### src/rtl/base64_encoder_defines.svh
// Assertion helpers shared by the encoder RTL.
`ifndef BASE64_ENCODER_DEFINES_SVH
`define BASE64_ENCODER_DEFINES_SVH

// same-cycle implication, disabled during reset
`define B64_ASSERT_NOW(label, ante, cons) \
   label: assert property (@(posedge clock) disable iff (reset) (ante) |-> (cons)) \
      else $error("b64 same-cycle check failed");

// next-cycle implication, disabled during reset
`define B64_ASSERT_NEXT(label, ante, cons) \
   label: assert property (@(posedge clock) disable iff (reset) (ante) |=> (cons)) \
      else $error("b64 next-cycle check failed");

`endif

### src/rtl/b64_pkg.sv
`default_nettype none

package b64_pkg;

   localparam int QDEPTH = 2;
   localparam int QPTR_W = (QDEPTH > 1) ? $clog2(QDEPTH) : 1;
   localparam int QCNT_W = $clog2(QDEPTH + 1);

   localparam logic [6:0] PAD_CHAR = 7'd61;

   typedef struct packed {
      logic [23:0] data;       // first byte in the top bits
      logic [1:0]  pad_count;  // trailing '=' characters
      logic        last;       // group ends the message
   } group_type;

   typedef struct packed {
      logic      valid;
      group_type grp;
   } push_type;

   typedef struct packed {
      logic full;
      logic empty;
   } qstat_type;

   function automatic logic [6:0] b64_char(input logic [5:0] v);
      logic [6:0] c;
      if (v < 6'd26) begin
         c = 7'd65 + {1'b0, v};
      end else if (v < 6'd52) begin
         c = 7'd71 + {1'b0, v};
      end else if (v < 6'd62) begin
         c = {1'b0, v} - 7'd4;
      end else if (v == 6'd62) begin
         c = 7'd43;
      end else begin
         c = 7'd47;
      end
      return c;
   endfunction

endpackage

`default_nettype wire

### src/rtl/b64_front.sv
`default_nettype none

module b64_front (
   input  wire logic             clock,
   input  wire logic             reset,
   input  wire logic             req_tvalid,
   output logic                  req_tready,
   input  wire logic [7:0]       req_tdata,
   input  wire logic             req_tlast,
   input  wire b64_pkg::qstat_type qstat,
   output b64_pkg::push_type     push
);
   import b64_pkg::*;

   logic [1:0] count_ff, count_in;
   logic [7:0] b0_ff, b0_in;
   logic [7:0] b1_ff, b1_in;
   logic       accept;

   assign req_tready = !qstat.full;
   assign accept     = req_tvalid && !qstat.full;

   always_comb begin
      count_in = count_ff;
      b0_in    = b0_ff;
      b1_in    = b1_ff;
      push     = '0;
      if (accept) begin
         if (count_ff[1]) begin
            push.valid         = 1'b1;
            push.grp.data      = {b0_ff, b1_ff, req_tdata};
            push.grp.pad_count = 2'd0;
            push.grp.last      = req_tlast;
            count_in           = 2'd0;
         end else if (req_tlast) begin
            push.valid    = 1'b1;
            push.grp.last = 1'b1;
            if (count_ff[0]) begin
               push.grp.data      = {b0_ff, req_tdata, 8'h00};
               push.grp.pad_count = 2'd1;
            end else begin
               push.grp.data      = {req_tdata, 16'h0000};
               push.grp.pad_count = 2'd2;
            end
            count_in = 2'd0;
         end else begin
            if (count_ff[0]) begin
               b1_in = req_tdata;
            end else begin
               b0_in = req_tdata;
            end
            count_in = count_ff + 2'd1;
         end
      end
   end

   always_ff @(posedge clock) begin
      if (reset) begin
         count_ff <= 2'd0;
      end else begin
         count_ff <= count_in;
      end
      b0_ff <= b0_in;
      b1_ff <= b1_in;
   end

endmodule

`default_nettype wire

### src/rtl/b64_fifo.sv
`default_nettype none
`include "base64_encoder_defines.svh"

module b64_fifo (
   input  wire logic              clock,
   input  wire logic              reset,
   input  wire b64_pkg::push_type push,
   input  wire logic              pop,
   output b64_pkg::qstat_type     qstat,
   output b64_pkg::group_type     head
);
   import b64_pkg::*;

   group_type           mem_ff [QDEPTH];
   logic [QPTR_W-1:0]   wr_ptr_ff, wr_ptr_in;
   logic [QPTR_W-1:0]   rd_ptr_ff, rd_ptr_in;
   logic [QCNT_W-1:0]   count_ff, count_in;

   function automatic logic [QPTR_W-1:0] ptr_next(input logic [QPTR_W-1:0] p);
      logic [QPTR_W-1:0] n;
      if (p == QPTR_W'(QDEPTH - 1)) begin
         n = '0;
      end else begin
         n = p + QPTR_W'(1);
      end
      return n;
   endfunction

   assign qstat.full  = (count_ff == QCNT_W'(QDEPTH));
   assign qstat.empty = (count_ff == '0);
   assign head        = mem_ff[rd_ptr_ff];

   always_comb begin
      wr_ptr_in = push.valid ? ptr_next(wr_ptr_ff) : wr_ptr_ff;
      rd_ptr_in = pop ? ptr_next(rd_ptr_ff) : rd_ptr_ff;
      count_in  = count_ff;
      if (push.valid && !pop) begin
         count_in = count_ff + QCNT_W'(1);
      end else if (pop && !push.valid) begin
         count_in = count_ff - QCNT_W'(1);
      end
   end

   always_ff @(posedge clock) begin
      if (reset) begin
         wr_ptr_ff <= '0;
         rd_ptr_ff <= '0;
         count_ff  <= '0;
      end else begin
         wr_ptr_ff <= wr_ptr_in;
         rd_ptr_ff <= rd_ptr_in;
         count_ff  <= count_in;
      end
      if (push.valid) begin
         mem_ff[wr_ptr_ff] <= push.grp;
      end
   end

   `B64_ASSERT_NOW(a_no_push_full, push.valid, !qstat.full)
   `B64_ASSERT_NOW(a_no_pop_empty, pop, !qstat.empty)
   `B64_ASSERT_NEXT(a_push_fills, push.valid && !pop, !qstat.empty)

endmodule

`default_nettype wire

### src/rtl/b64_back.sv
`default_nettype none
`include "base64_encoder_defines.svh"

module b64_back (
   input  wire logic               clock,
   input  wire logic               reset,
   input  wire b64_pkg::qstat_type qstat,
   input  wire b64_pkg::group_type head,
   output logic                    pop,
   output logic                    rsp_tvalid,
   input  wire logic               rsp_tready,
   output logic [7:0]              rsp_tdata,
   output logic                    rsp_tlast
);
   import b64_pkg::*;

   group_type  grp_ff, grp_in;
   logic       have_ff, have_in;
   logic [1:0] sel_ff, sel_in;
   logic       oval_ff, oval_in;
   logic [6:0] ochar_ff, ochar_in;
   logic       olast_ff, olast_in;
   logic       load;
   logic [5:0] sextet;
   logic [2:0] pos_sum;

   assign load = have_ff && (!oval_ff || rsp_tready);

   always_comb begin
      case (sel_ff)
         2'd0:    sextet = grp_ff.data[23:18];
         2'd1:    sextet = grp_ff.data[17:12];
         2'd2:    sextet = grp_ff.data[11:6];
         default: sextet = grp_ff.data[5:0];
      endcase
      pos_sum = {1'b0, sel_ff} + {1'b0, grp_ff.pad_count};
   end

   always_comb begin
      grp_in   = grp_ff;
      have_in  = have_ff;
      sel_in   = sel_ff;
      oval_in  = oval_ff && !rsp_tready;
      ochar_in = ochar_ff;
      olast_in = olast_ff;
      if (load) begin
         oval_in  = 1'b1;
         ochar_in = (pos_sum > 3'd3) ? PAD_CHAR : b64_char(sextet);
         olast_in = grp_ff.last && (sel_ff == 2'd3);
         sel_in   = sel_ff + 2'd1;
         if (sel_ff == 2'd3) begin
            have_in = 1'b0;
         end
      end
      pop = (!have_ff || (load && sel_ff == 2'd3)) && !qstat.empty;
      if (pop) begin
         grp_in  = head;
         have_in = 1'b1;
         sel_in  = 2'd0;
      end
   end

   always_ff @(posedge clock) begin
      if (reset) begin
         have_ff <= 1'b0;
         sel_ff  <= 2'd0;
         oval_ff <= 1'b0;
      end else begin
         have_ff <= have_in;
         sel_ff  <= sel_in;
         oval_ff <= oval_in;
      end
      grp_ff   <= grp_in;
      ochar_ff <= ochar_in;
      olast_ff <= olast_in;
   end

   assign rsp_tvalid = oval_ff;
   assign rsp_tdata  = {1'b0, ochar_ff};
   assign rsp_tlast  = olast_ff;

   `B64_ASSERT_NOW(a_sel_needs_group, sel_ff != 2'd0, have_ff)
   `B64_ASSERT_NEXT(a_pop_loads, pop, have_ff && sel_ff == 2'd0)

endmodule

`default_nettype wire

### src/rtl/base64_encoder.sv
// Streaming base64 encoder (standard alphabet, '=' padding).
// Input: one message byte per beat on req_tdata; req_tlast marks the final
// byte of a message. Output: one ASCII character per beat on rsp_tdata[6:0]
// (bit 7 is zero); rsp_tlast marks the final character of the message.
// Every third byte of a group, and any final byte, releases four characters;
// a short final group is zero-filled and padded with one or two '='.
// Structure: a front end gathers bytes into groups, a two-entry group queue
// decouples it from the back end, which emits one character per cycle while
// rsp_tready is high, through a registered output.
// A group's first character passes from the queue entry through the back
// end's group register to the output register. Throughput: the output port
// emits one character per cycle while rsp_tready is high, and every group
// takes four characters whether it carries three bytes or one, so the
// single-character output port limits the sustained input rate.
// Reset clears the front end's byte count, the queue's pointers and count,
// and the output valid flag. When rsp_tready is low the output holds; the
// queue fills and req_tready drops only once two further groups are waiting.
`default_nettype none

module base64_encoder (
   input  wire logic       clock,
   input  wire logic       reset,
   input  wire logic       req_tvalid,
   output logic            req_tready,
   input  wire logic [7:0] req_tdata,   // [7:0] data_byte
   input  wire logic       req_tlast,   // end_of_message
   output logic            rsp_tvalid,
   input  wire logic       rsp_tready,
   output logic [7:0]      rsp_tdata,   // [6:0] char_code, [7] zero
   output logic            rsp_tlast    // last_char
);
   import b64_pkg::*;

   push_type  push;
   qstat_type qstat;
   group_type head;
   logic      pop;

   b64_front u_front (
      .clock      (clock),
      .reset      (reset),
      .req_tvalid (req_tvalid),
      .req_tready (req_tready),
      .req_tdata  (req_tdata),
      .req_tlast  (req_tlast),
      .qstat      (qstat),
      .push       (push)
   );

   b64_fifo u_fifo (
      .clock (clock),
      .reset (reset),
      .push  (push),
      .pop   (pop),
      .qstat (qstat),
      .head  (head)
   );

   b64_back u_back (
      .clock      (clock),
      .reset      (reset),
      .qstat      (qstat),
      .head       (head),
      .pop        (pop),
      .rsp_tvalid (rsp_tvalid),
      .rsp_tready (rsp_tready),
      .rsp_tdata  (rsp_tdata),
      .rsp_tlast  (rsp_tlast)
   );

endmodule

`default_nettype wire
### config.mk
export PLATFORM = sky130hd
export DESIGN_NAME = base64_encoder
export DESIGN_NICKNAME = d
export VERILOG_FILES = /design/src/rtl/b64_pkg.sv /design/src/rtl/b64_front.sv /design/src/rtl/b64_fifo.sv /design/src/rtl/b64_back.sv /design/src/rtl/base64_encoder.sv
export VERILOG_INCLUDE_DIRS = /design/src /design/src/rtl
export SDC_FILE = /design/constraint.sdc
export NUM_CORES = 1
export LEC_CHECK = 0
export BUFFER_PORTS_ARGS = -buffer_cell sky130_fd_sc_hd__buf_2
export CORE_MARGIN = 4
export CORE_UTILIZATION = 60
export DETAILED_ROUTE_END_ITERATION = 8
export PLACE_DENSITY = 0.78
export SYNTH_ARGS = -nofsm -noshare
export SYNTH_HDL_FRONTEND = slang
export SYNTH_SLANG_ARGS = --single-unit
### constraint.sdc
create_clock -name clock -period 5.1 [get_ports clock]
set_clock_uncertainty 0.05 [all_clocks]
set_input_delay 1.275 -clock clock [delete_from_list [all_inputs] [get_ports clock]]
set_output_delay 1.275 -clock clock [all_outputs]
set_load 0.1 [all_outputs]
==> PnR_summary.wiki, run 1 <==
{| class="wikitable"
! Metric !! Value
|-
| Outcome || completed
|-
| Slew Viols, Final || 0
|-
| Number of cell instances on the worst register-to-register path || 9
|-
| Switching power share of the total || 35.1%
|-
| Routability cong. || 0.799
|-
| Startpoint of the most critical hold path || u_back.have_ff
|-
| Top-level port count || 24
|-
| Placeable core region || 0.00781 sq mm
|-
| Reg-to-reg critical path endpoint || u_back.ochar_ff[1]
|-
| DR vias || 2722
|-
| First-pass GRT wire length || 14000 um
|-
| Cell with the most instances after synthesis || sky130_fd_sc_hd__edfxtp_1
|-
| Area Overhead vs Synth || 15.4%
|-
| Hold Path Stages || 2
|-
| Most frequent cells after synthesis || sky130_fd_sc_hd__edfxtp_1 (105), sky130_fd_sc_hd__mux2_2 (28), sky130_fd_sc_hd__a21oi_1 (18)
|-
| Kind of capture point of the worst setup path || flip-flop
|-
| Final wirelength || 8550 um
|-
| Total power density per cell area || 637 mW/mm^2
|-
| Worst-margin pin slew || 1.22 ns
|-
| Maximum VDD drop || 0.420 mV
|-
| Worst-case setup slack after placement || 1.96 ns
|-
| Path type of the worst min-delay path || reg2reg
|-
| WL per Instance || 18.2 um
|-
| Final global-route overflow total || 0
|-
| Req. time, crit path || 5.41 ns
|-
| Commonest register cell after synthesis || sky130_fd_sc_hd__edfxtp_1
|-
| Area leader, netlist || sky130_fd_sc_hd__edfxtp_1
|-
| Setup slack after layout || 2.01 ns
|-
| Total DRC errors in the routed layout || 0
|-
| Final cycle utilization of the critical path || 60.7%
|-
| Number of warnings printed during yosys synthesis || 0
|-
| Rel. slew slack || 18.4%
|-
| Count of nets left with antenna violations after detail routing || 0
|-
| Global router's overall resource usage || 19.1%
|-
| Hold Fails Final Rpt || 0
|-
| Final critical delay including setup and external delays || 3.09 ns
|-
| Detailed-route vias per instance || 5.78
|-
| Startpoint of the most critical register-to-register path || u_back.sel_ff[0]
|-
| Number of iterations in the first detailed-routing pass || 4
|-
| Max-cap violation count || 0
|-
| Cell Area, Synth || 0.00486 sq mm
|-
| Starting density of the core || 62.3%
|-
| Number of buffers created by CTS || 17
|-
| Layout cells sized above 1 || 26.0%
|-
| Number of antenna violations at the first check in global routing || 0
|-
| Largest cells by area after synthesis || sky130_fd_sc_hd__edfxtp_1 (65%), sky130_fd_sc_hd__mux2_2 (6.5%), sky130_fd_sc_hd__dfxtp_1 (4.1%)
|-
| Hold-fix buffers at CTS || 0
|-
| Synthesized Nets || 347
|-
| Buffers from clock root to sink, at most || 2
|-
| Number of buffers inserted by post-CTS setup repair || 0
|-
| Category of the most critical setup path || reg2reg
|-
| # H-tree levels || 4
|-
| Comb pwr share || 32.3%
|-
| Max frequency || 323 MHz
|-
| Clock latency on the worst-skew pair || 0.51 ns
|-
| Design internal power || 2.32 mW
|-
| Antenna cells || 0
|-
| Register-to-Register Setup Slack || 2.01 ns
|-
| Input/output buffers || 22
|-
| Synth unique cells || 53
|-
| RSZ-0062 raised after global routing || false
|-
| Number of cells produced by synthesis || 323
|-
| Final layout net count || 380
|-
| Half-perimeter wire length after detailed placement || 5430 um
|-
| Maximum number of pins on one net before global-route repair || 32
|-
| Portion of total power attributed to the clock network || 29.0%
|-
| Static leakage || 2.00 nW
|-
| Net switching component of the power || 1.25 mW
|-
| Arrival time of data at the critical path endpoint || 3.41 ns
|-
| Reg power frac || 38.7%
|-
| Die extent in y || 98.0 um
|-
| Clock-pin transition on the worst setup and hold timing paths || 0.06 ns
|-
| Final TNS setup || 0 ns
|-
| TritonCTS clock tree || done
|-
| Iteration-0 DRC count of the detailed router || 180
|-
| Number of synthesized register bits || 115
|-
| WHS Endpoint || u_back.have_ff
|-
| X dimension of the die || 98.0 um
|-
| Master cell of the clock root buffer || sky130_fd_sc_hd__clkbuf_8
|-
| Mean Syn Cell Area || 15.1 sq um
|-
| Sink count of the clock tree || 115
|-
| Die Outline Area || 0.00961 sq mm
|-
| Sequential fraction of the synthesis area || 69.0%
|-
| Via count of the first global-routing pass || 2781
|-
| Crit path max fanout || 12
|-
| Post-cts gate resize count || 0
|-
| Category of the worst setup path launch point || flip-flop
|-
| Number of core rows || 32
|-
| Number of synthesized flops with an enable pin || 105
|-
| Share of the synthesized area in the top cell type || 64.8%
|-
| Number of setup violations in the final report || 0
|-
| Share of synthesized registers carrying an async set or reset || 0%
|}
-- logic make-up after synthesis --
kind of cell | Yosys count | synth area share (%)
AO/OA/AOI/OAI | 63 | 9.52
XOR/XNOR | 6 | 1.08
adder cells (fa/ha/maj) | 11 | 2.83
buffers and inverters | 28 | 2.57
flip-flops | 115 | 69.0
multiplexers | 33 | 7.72
other | 1 | 0.0771
AND/OR/NAND/NOR | 66 | 7.23
-- registers in the layout (all words and copies together), names as in the netlist --
signal,cells
u_back.grp_ff,27
u_back.have_ff,1
u_back.ochar_ff,7
u_back.rsp_tlast,1
u_back.rsp_tvalid,1
u_back.sel_ff,2
u_fifo.count_ff,2
u_fifo.mem_ff,54
u_fifo.rd_ptr_ff,1
u_fifo.wr_ptr_ff,1
u_front.b0_ff,8
u_front.b1_ff,8
u_front.count_ff,2
-- worst max-delay path, stage by stage, from the launching register on --
cell	delay (ns)
sky130_fd_sc_hd__dfxtp_1	0.36
sky130_fd_sc_hd__inv_1	0.14
sky130_fd_sc_hd__ha_1	0.31
sky130_fd_sc_hd__a22oi_1	0.13
sky130_fd_sc_hd__a21oi_1	0.72
sky130_fd_sc_hd__ha_1	0.48
sky130_fd_sc_hd__a21oi_1	0.14
sky130_fd_sc_hd__o31a_1	0.20
sky130_fd_sc_hd__or3_1	0.31
sky130_fd_sc_hd__a21oi_1	0.12
-- through the flow --
step           utilization (%)  power, mW  hold WS, ns  area, sq um  std cells
3_5_place_dp              65.0       2.54        0.438         5080        439
4_1_cts                   71.8       3.58        0.448         5610        471
5_1_grt                   71.8       3.75        0.477         5610        471
3_3_place_gp              65.0       2.49        0.420         5080        439
6_report                  71.8       3.57        0.449         5610        471
2_1_floorplan                -       2.33        0.403         4860        323
-- layout make-up --
cell class / instances / area [sq um]
clock buffers: 17 / 414
multi-input cells: 180 / 1390
well taps: 102 / 128
flip-flops and latches: 115 / 3350
clock inverters: 15 / 119
inverters: 16 / 62.6
fillers: 479 / 2200
repair buffers: 26 / 140
-- worst max-delay path by stage --
stage	slack, ns	to	from
finish	2.01	u_back.ochar_ff[1]	u_back.sel_ff[0]
global route	1.81	u_back.ochar_ff[4]	u_back.sel_ff[1]
CTS	2.03	u_back.ochar_ff[1]	u_back.sel_ff[1]
detailed placement	1.96	u_fifo.count_ff[1]	rsp_tready
global placement	2.09	u_fifo.count_ff[1]	rsp_tready
floorplan	1.01	u_fifo.count_ff[1]	rsp_tready
-- placed cells by master, fill, tap and decap left out, drive strengths merged, types with 3 or more instances in the layout --
master,Yosys,routed
a21oi,18,18
a222oi,3,3
a22o,17,17
a22oi,3,3
and2,9,9
buf,6,26
clkbuf,6,17
clkinv,0,9
clkinvlp,0,5
dfxtp,10,10
edfxtp,105,105
ha,11,11
inv,16,16
mux2,30,30
mux2i,3,3
nand2,16,16
nand3,3,3
nor2,15,15
nor2b,3,3
nor3,5,5
o21ai,7,7
xnor2,3,3
xor2,3,3
-- per-layer routing --
layer,track usage [%],share of wire [%],up-vias
li1,-,-,1308
met4,6.39,0.42,0
met5,0,0,-
met3,6.43,4.3,3
met1,22.6,42,1340
met2,32.8,53,71
-- power by group through the flow --
stage	sequential (mW)	clock (mW)	combinational, mW
floorplan	1.58	0	0.745
global placement	1.39	0	1.10
detailed placement	1.40	0	1.13
CTS	1.39	1.05	1.15
global route	1.40	1.10	1.25
finish	1.38	1.03	1.15
(Power assumes the default switching activity.)
==> run 2: changes to the inputs <==
--- a/config.mk
+++ b/config.mk
@@ -6,11 +6,12 @@
 export SDC_FILE = /design/constraint.sdc
 export NUM_CORES = 1
 export LEC_CHECK = 0
+export ABC_AREA = 1
 export BUFFER_PORTS_ARGS = -buffer_cell sky130_fd_sc_hd__buf_2
 export CORE_MARGIN = 4
-export CORE_UTILIZATION = 60
+export CORE_UTILIZATION = 55
 export DETAILED_ROUTE_END_ITERATION = 8
-export PLACE_DENSITY = 0.78
+export PLACE_DENSITY = 0.75
 export SYNTH_ARGS = -nofsm -noshare
 export SYNTH_HDL_FRONTEND = slang
 export SYNTH_SLANG_ARGS = --single-unit
==> constraint.sdc (replaced) <==
create_clock -name clock -period 2.76 [get_ports clock]
set_clock_uncertainty 0.05 [all_clocks]
set_input_delay 0.69 -clock clock [delete_from_list [all_inputs] [get_ports clock]]
set_output_delay 0.69 -clock clock [all_outputs]
set_load 0.1 [all_outputs]
==> run 2 against run 1 <==
Synthesized cell count is 44% higher. First-iteration DRC count up 11%. Worst setup slack lost 1.8 ns. Combinational power up 140%. Register-to-register slack worse by 1.8 ns. Fmax grew 22%. Total power grew 100%. Sequential power up 91%. Synthesized area rose by 6.2%. Final cell count increased by 34%. Via count rose by 20%. Critical path type unchanged. Largest power group is now combinational cells.
==> PnR_summary.wiki, run 2 <==
{| class="wikitable"
! Metric !! Value
|-
| Worst-margin pin slew || 0.670 ns (-0.552 ns)
|-
| Hold Path Stages || 1 (-1)
|-
| Outcome || completed
|-
| First-pass GRT wire length || 15800 um (+13%)
|-
| Sequential fraction of the synthesis area || 64.9% (-4.0 points)
|-
| Kind of capture point of the worst setup path || flip-flop
|-
| Final critical delay including setup and external delays || 2.53 ns (-0.568 ns)
|-
| Arrival time of data at the critical path endpoint || 2.73 ns (-0.68 ns)
|-
| Filler cells || 660 (+38%)
|-
| Area used by sequential logic in the layout || 0.00335 sq mm (unchanged)
|-
| Number of synthesized flops with an enable pin || 105 (unchanged)
|-
| Largest registers ranked by flip-flop count || u_fifo.mem_ff: 54 flops, u_back.grp_ff: 27 flops
|-
| Maximum number of pins on one net before global-route repair || 31 (-3.1%)
|-
| Number of cell instances on the worst register-to-register path || 12 (+3)
|-
| Cell Area, Synth || 0.00516 sq mm (+6.2%)
|-
| WL per Instance || 15.1 um (-17%)
|-
| Number of warnings printed during yosys synthesis || 0 (unchanged)
|-
| Req. time, crit path || 2.96 ns (-2.45 ns)
|-
| Largest cells by area after synthesis || sky130_fd_sc_hd__edfxtp_1 (61%), sky130_fd_sc_hd__nand2_1 (11%), sky130_fd_sc_hd__dfxtp_1 (3.9%)
|-
| Number of buffers inserted by post-CTS setup repair || 0 (unchanged)
|-
| Max frequency || 396 MHz (+22%)
|-
| Number of buffers created by CTS || 17 (unchanged)
|-
| Post-route standard cell area excluding fillers || 0.00596 sq mm (+6.2%)
|-
| Commonest cells after routing, fill and taps aside || sky130_fd_sc_hd__nand2_1 (157), sky130_fd_sc_hd__edfxtp_1 (105), sky130_fd_sc_hd__inv_1 (40)
|-
| Number of setup violations in the final report || 0 (unchanged)
|-
| Overall power after layout || 7.32 mW (+100%)
|-
| Global router's overall resource usage || 18.4% (-0.76 points)
|-
| Via count of the first global-routing pass || 3344 (+20%)
|-
| Hold Fails Final Rpt || 0 (unchanged)
|-
| Startpoint of the most critical hold path || req_tdata[7]
|-
| Count of nets left with antenna violations after detail routing || 0 (unchanged)
|-
| Final global-route overflow total || 0 (unchanged)
|-
| Largest register FFs || 54 (unchanged)
|-
| Clock latency on the worst-skew pair || 0.50 ns (about the same)
|-
| DR vias || 3272 (+20%)
|-
| Iteration-0 DRC count of the detailed router || 200 (+11%)
|-
| Share of synthesized registers carrying an async set or reset || 0% (unchanged)
|-
| Number of iterations in the first detailed-routing pass || 5 (+1)
|-
| # H-tree levels || 4 (unchanged)
|-
| Placeable core region || 0.00920 sq mm (+18%)
|-
| Cell with the most instances after synthesis || sky130_fd_sc_hd__nand2_1
|-
| Die extent in y || 105 um (+7.0%)
|-
| Path type of the worst min-delay path || in2reg
|-
| Category of the most critical setup path || reg2reg
|-
| Commonest register cell after synthesis || sky130_fd_sc_hd__edfxtp_1
|-
| Area Overhead vs Synth || 15.4% (about the same)
|-
| Synthesized Nets || 490 (+41%)
|-
| Most frequent standard cell in the layout excluding fill and tap cells || sky130_fd_sc_hd__nand2_1
|-
| Starting density of the core || 56.2% (-6.1 points)
|-
| Worst slack on hold paths || 0.346 ns (-0.103 ns)
|-
| Static leakage || 2.41 nW (+20%)
|-
| Synth unique cells || 33 (-38%)
|-
| Mean Syn Cell Area || 11.1 sq um (-26%)
|-
| Number of synthesized register bits || 115 (unchanged)
|-
| Final cycle utilization of the critical path || 91.6% (+31 points)
|-
| Routability cong. || 0.886 (+11%)
|-
| Sink count of the clock tree || 115 (unchanged)
|-
| Post-DP Area || 0.00543 sq mm (+6.9%)
|-
| Buffers from clock root to sink, at most || 2 (unchanged)
|-
| Reg-to-reg critical path endpoint || u_back.ochar_ff[2]
|-
| Crit path max fanout || 6 (-6)
|-
| Register-to-Register Setup Slack || 0.23 ns (-1.77 ns)
|-
| Post-Place Cells || 597 (+36%)
|-
| WHS Endpoint || u_front.b0_ff[7]
|-
| Most frequent cells after synthesis || sky130_fd_sc_hd__nand2_1 (157), sky130_fd_sc_hd__edfxtp_1 (105), sky130_fd_sc_hd__inv_1 (40)
|-
| Max-cap violation count || 0 (unchanged)
|-
| Die Outline Area || 0.0110 sq mm (+15%)
|-
| TritonCTS clock tree || done
|-
| Total power density per cell area || 1230 mW/mm^2 (+93%)
|-
| RSZ-0062 raised after global routing || false
|-
| Master cell of the clock root buffer || sky130_fd_sc_hd__clkbuf_8
|-
| Share of the synthesized area in the top cell type || 61.0% (-3.8 points)
|-
| Top-level port count || 24 (unchanged)
|-
| Maximum VDD drop || 0.599 mV (+43%)
|-
| Clock-pin transition on the worst setup and hold timing paths || 0.06 ns (about the same)
|-
| Detailed-route vias per instance || 5.20 (-10%)
|-
| Half-perimeter wire length after detailed placement || 6530 um (+20%)
|-
| Rel. slew slack || 55.4% (+37 points)
|-
| Final layout net count || 529 (+39%)
|-
| Input/output buffers || 22 (unchanged)
|-
| Number of antenna violations at the first check in global routing || 0 (unchanged)
|-
| Startpoint of the most critical register-to-register path || u_back.sel_ff[0]
|-
| Layout cells sized above 1 || 18.5% (-7.5 points)
|-
| Hold-fix buffers at CTS || 0 (unchanged)
|-
| Category of the worst setup path launch point || flip-flop
|-
| Number of standard cells in the final layout excluding fillers || 629 (+34%)
|-
| Final TNS setup || 0 ns (unchanged)
|-
| Final wirelength || 9490 um (+11%)
|-
| Antenna cells || 0 (unchanged)
|-
| Number of cells produced by synthesis || 466 (+44%)
|-
| X dimension of the die || 105 um (+7.0%)
|-
| Number of core rows || 35 (+9.4%)
|-
| Slew Viols, Final || 0 (unchanged)
|-
| Total DRC errors in the routed layout || 0 (unchanged)
|-
| Area taken by multi-input logic gates || 0.00161 sq mm (+16%)
|-
| Post-cts gate resize count || 0 (unchanged)
|-
| Top register by number of flip-flops || u_fifo.mem_ff
|-
| Area leader, netlist || sky130_fd_sc_hd__edfxtp_1
|}
==> run 2: cell count changes in the layout (fill, tap and decap cells not counted), moves of 11 or more <==
cell                      delta
sky130_fd_sc_hd__inv_1      +26
sky130_fd_sc_hd__nand2_1   +141
sky130_fd_sc_hd__mux2_2     -28
sky130_fd_sc_hd__nand3_1    +11
sky130_fd_sc_hd__a22o_1     -16
sky130_fd_sc_hd__nor2_1     +16
==> run 2: cells by family (layout without fill, tap and decap cells) <==
family                   Yosys count  count (layout)  synth area share (%)
XOR/XNOR                           3               3                 0.509
buffers and inverters             52             104                  4.22
flip-flops                       115             115                  64.9
AO/OA/AOI/OAI                     49              49                  6.40
AND/OR/NAND/NOR                  235             235                  21.2
other                              1               1                0.0726
adder cells (fa/ha/maj)           11              11                  2.66
==> run 2: layer usage <==
layer	vias up	part of all wire [%]	global-route usage, %
li1	1634	-	-
met1	1537	41	20.7
met2	89	53	32.3
met3	12	4.1	4.82
met4	0	1.6	8.81
met5	-	0	0
==> run 2: report_power, final <==
group,internal [mW],leakage (nW),switching (mW)
clock network,1.19,0.247,0.750
registers,2.49,1.07,0.137
logic,0.756,1.09,2.00
==> run 2: per-stage QoR <==
| stage | util (%) | setup WS, ns |
|---|---|---|
| after global routing | 64.8 | 0.0749 |
| after CTS | 64.8 | 0.251 |
| final | 64.8 | 0.233 |
| after detailed placement | 59.0 | 0.187 |
| after global placement | 59.0 | 0.251 |
| after floorplan | - | -0.0592 |
==> run 2: layout make-up <==
type                            count  area share [%]
Sequential cell                   115            56.3
Multi-Input combinational cell    299            27.0
Clock buffer                       19            7.08
Timing Repair Buffer               29            2.73
Inverter                           43            2.71
Tap cell                          111            2.33
Clock inverter                     13            1.87
==> run 2: critical path, cell delays in order, from the launching register on <==
cell and delay, ns:
sky130_fd_sc_hd__dfxtp_1 0.36, sky130_fd_sc_hd__inv_1 0.14, sky130_fd_sc_hd__ha_1 0.32, sky130_fd_sc_hd__nand2_1 0.11
sky130_fd_sc_hd__nand2_1 0.14, sky130_fd_sc_hd__nor2_1 0.09, sky130_fd_sc_hd__nor2_4 0.13, sky130_fd_sc_hd__ha_1 0.34
sky130_fd_sc_hd__nand3_1 0.19, sky130_fd_sc_hd__nor2_1 0.13, sky130_fd_sc_hd__nand3_1 0.09, sky130_fd_sc_hd__nand4_1 0.12
sky130_fd_sc_hd__nand2_1 0.06
==> run 2: worst max-delay path by stage <==
stage	startpoint	end	slack, ns	cells past startpoint
6_report	u_back.sel_ff[0]	u_back.ochar_ff[2]	0.23	12
5_1_grt	u_back.sel_ff[0]	u_back.ochar_ff[2]	0.07	12
4_1_cts	u_back.sel_ff[0]	u_back.ochar_ff[2]	0.25	12
3_5_place_dp	req_tvalid	u_fifo.count_ff[1]	0.19	10
3_3_place_gp	req_tvalid	u_fifo.count_ff[1]	0.25	10
2_1_floorplan	u_fifo.count_ff[0]	u_fifo.mem_ff[1][0]	-0.06	6
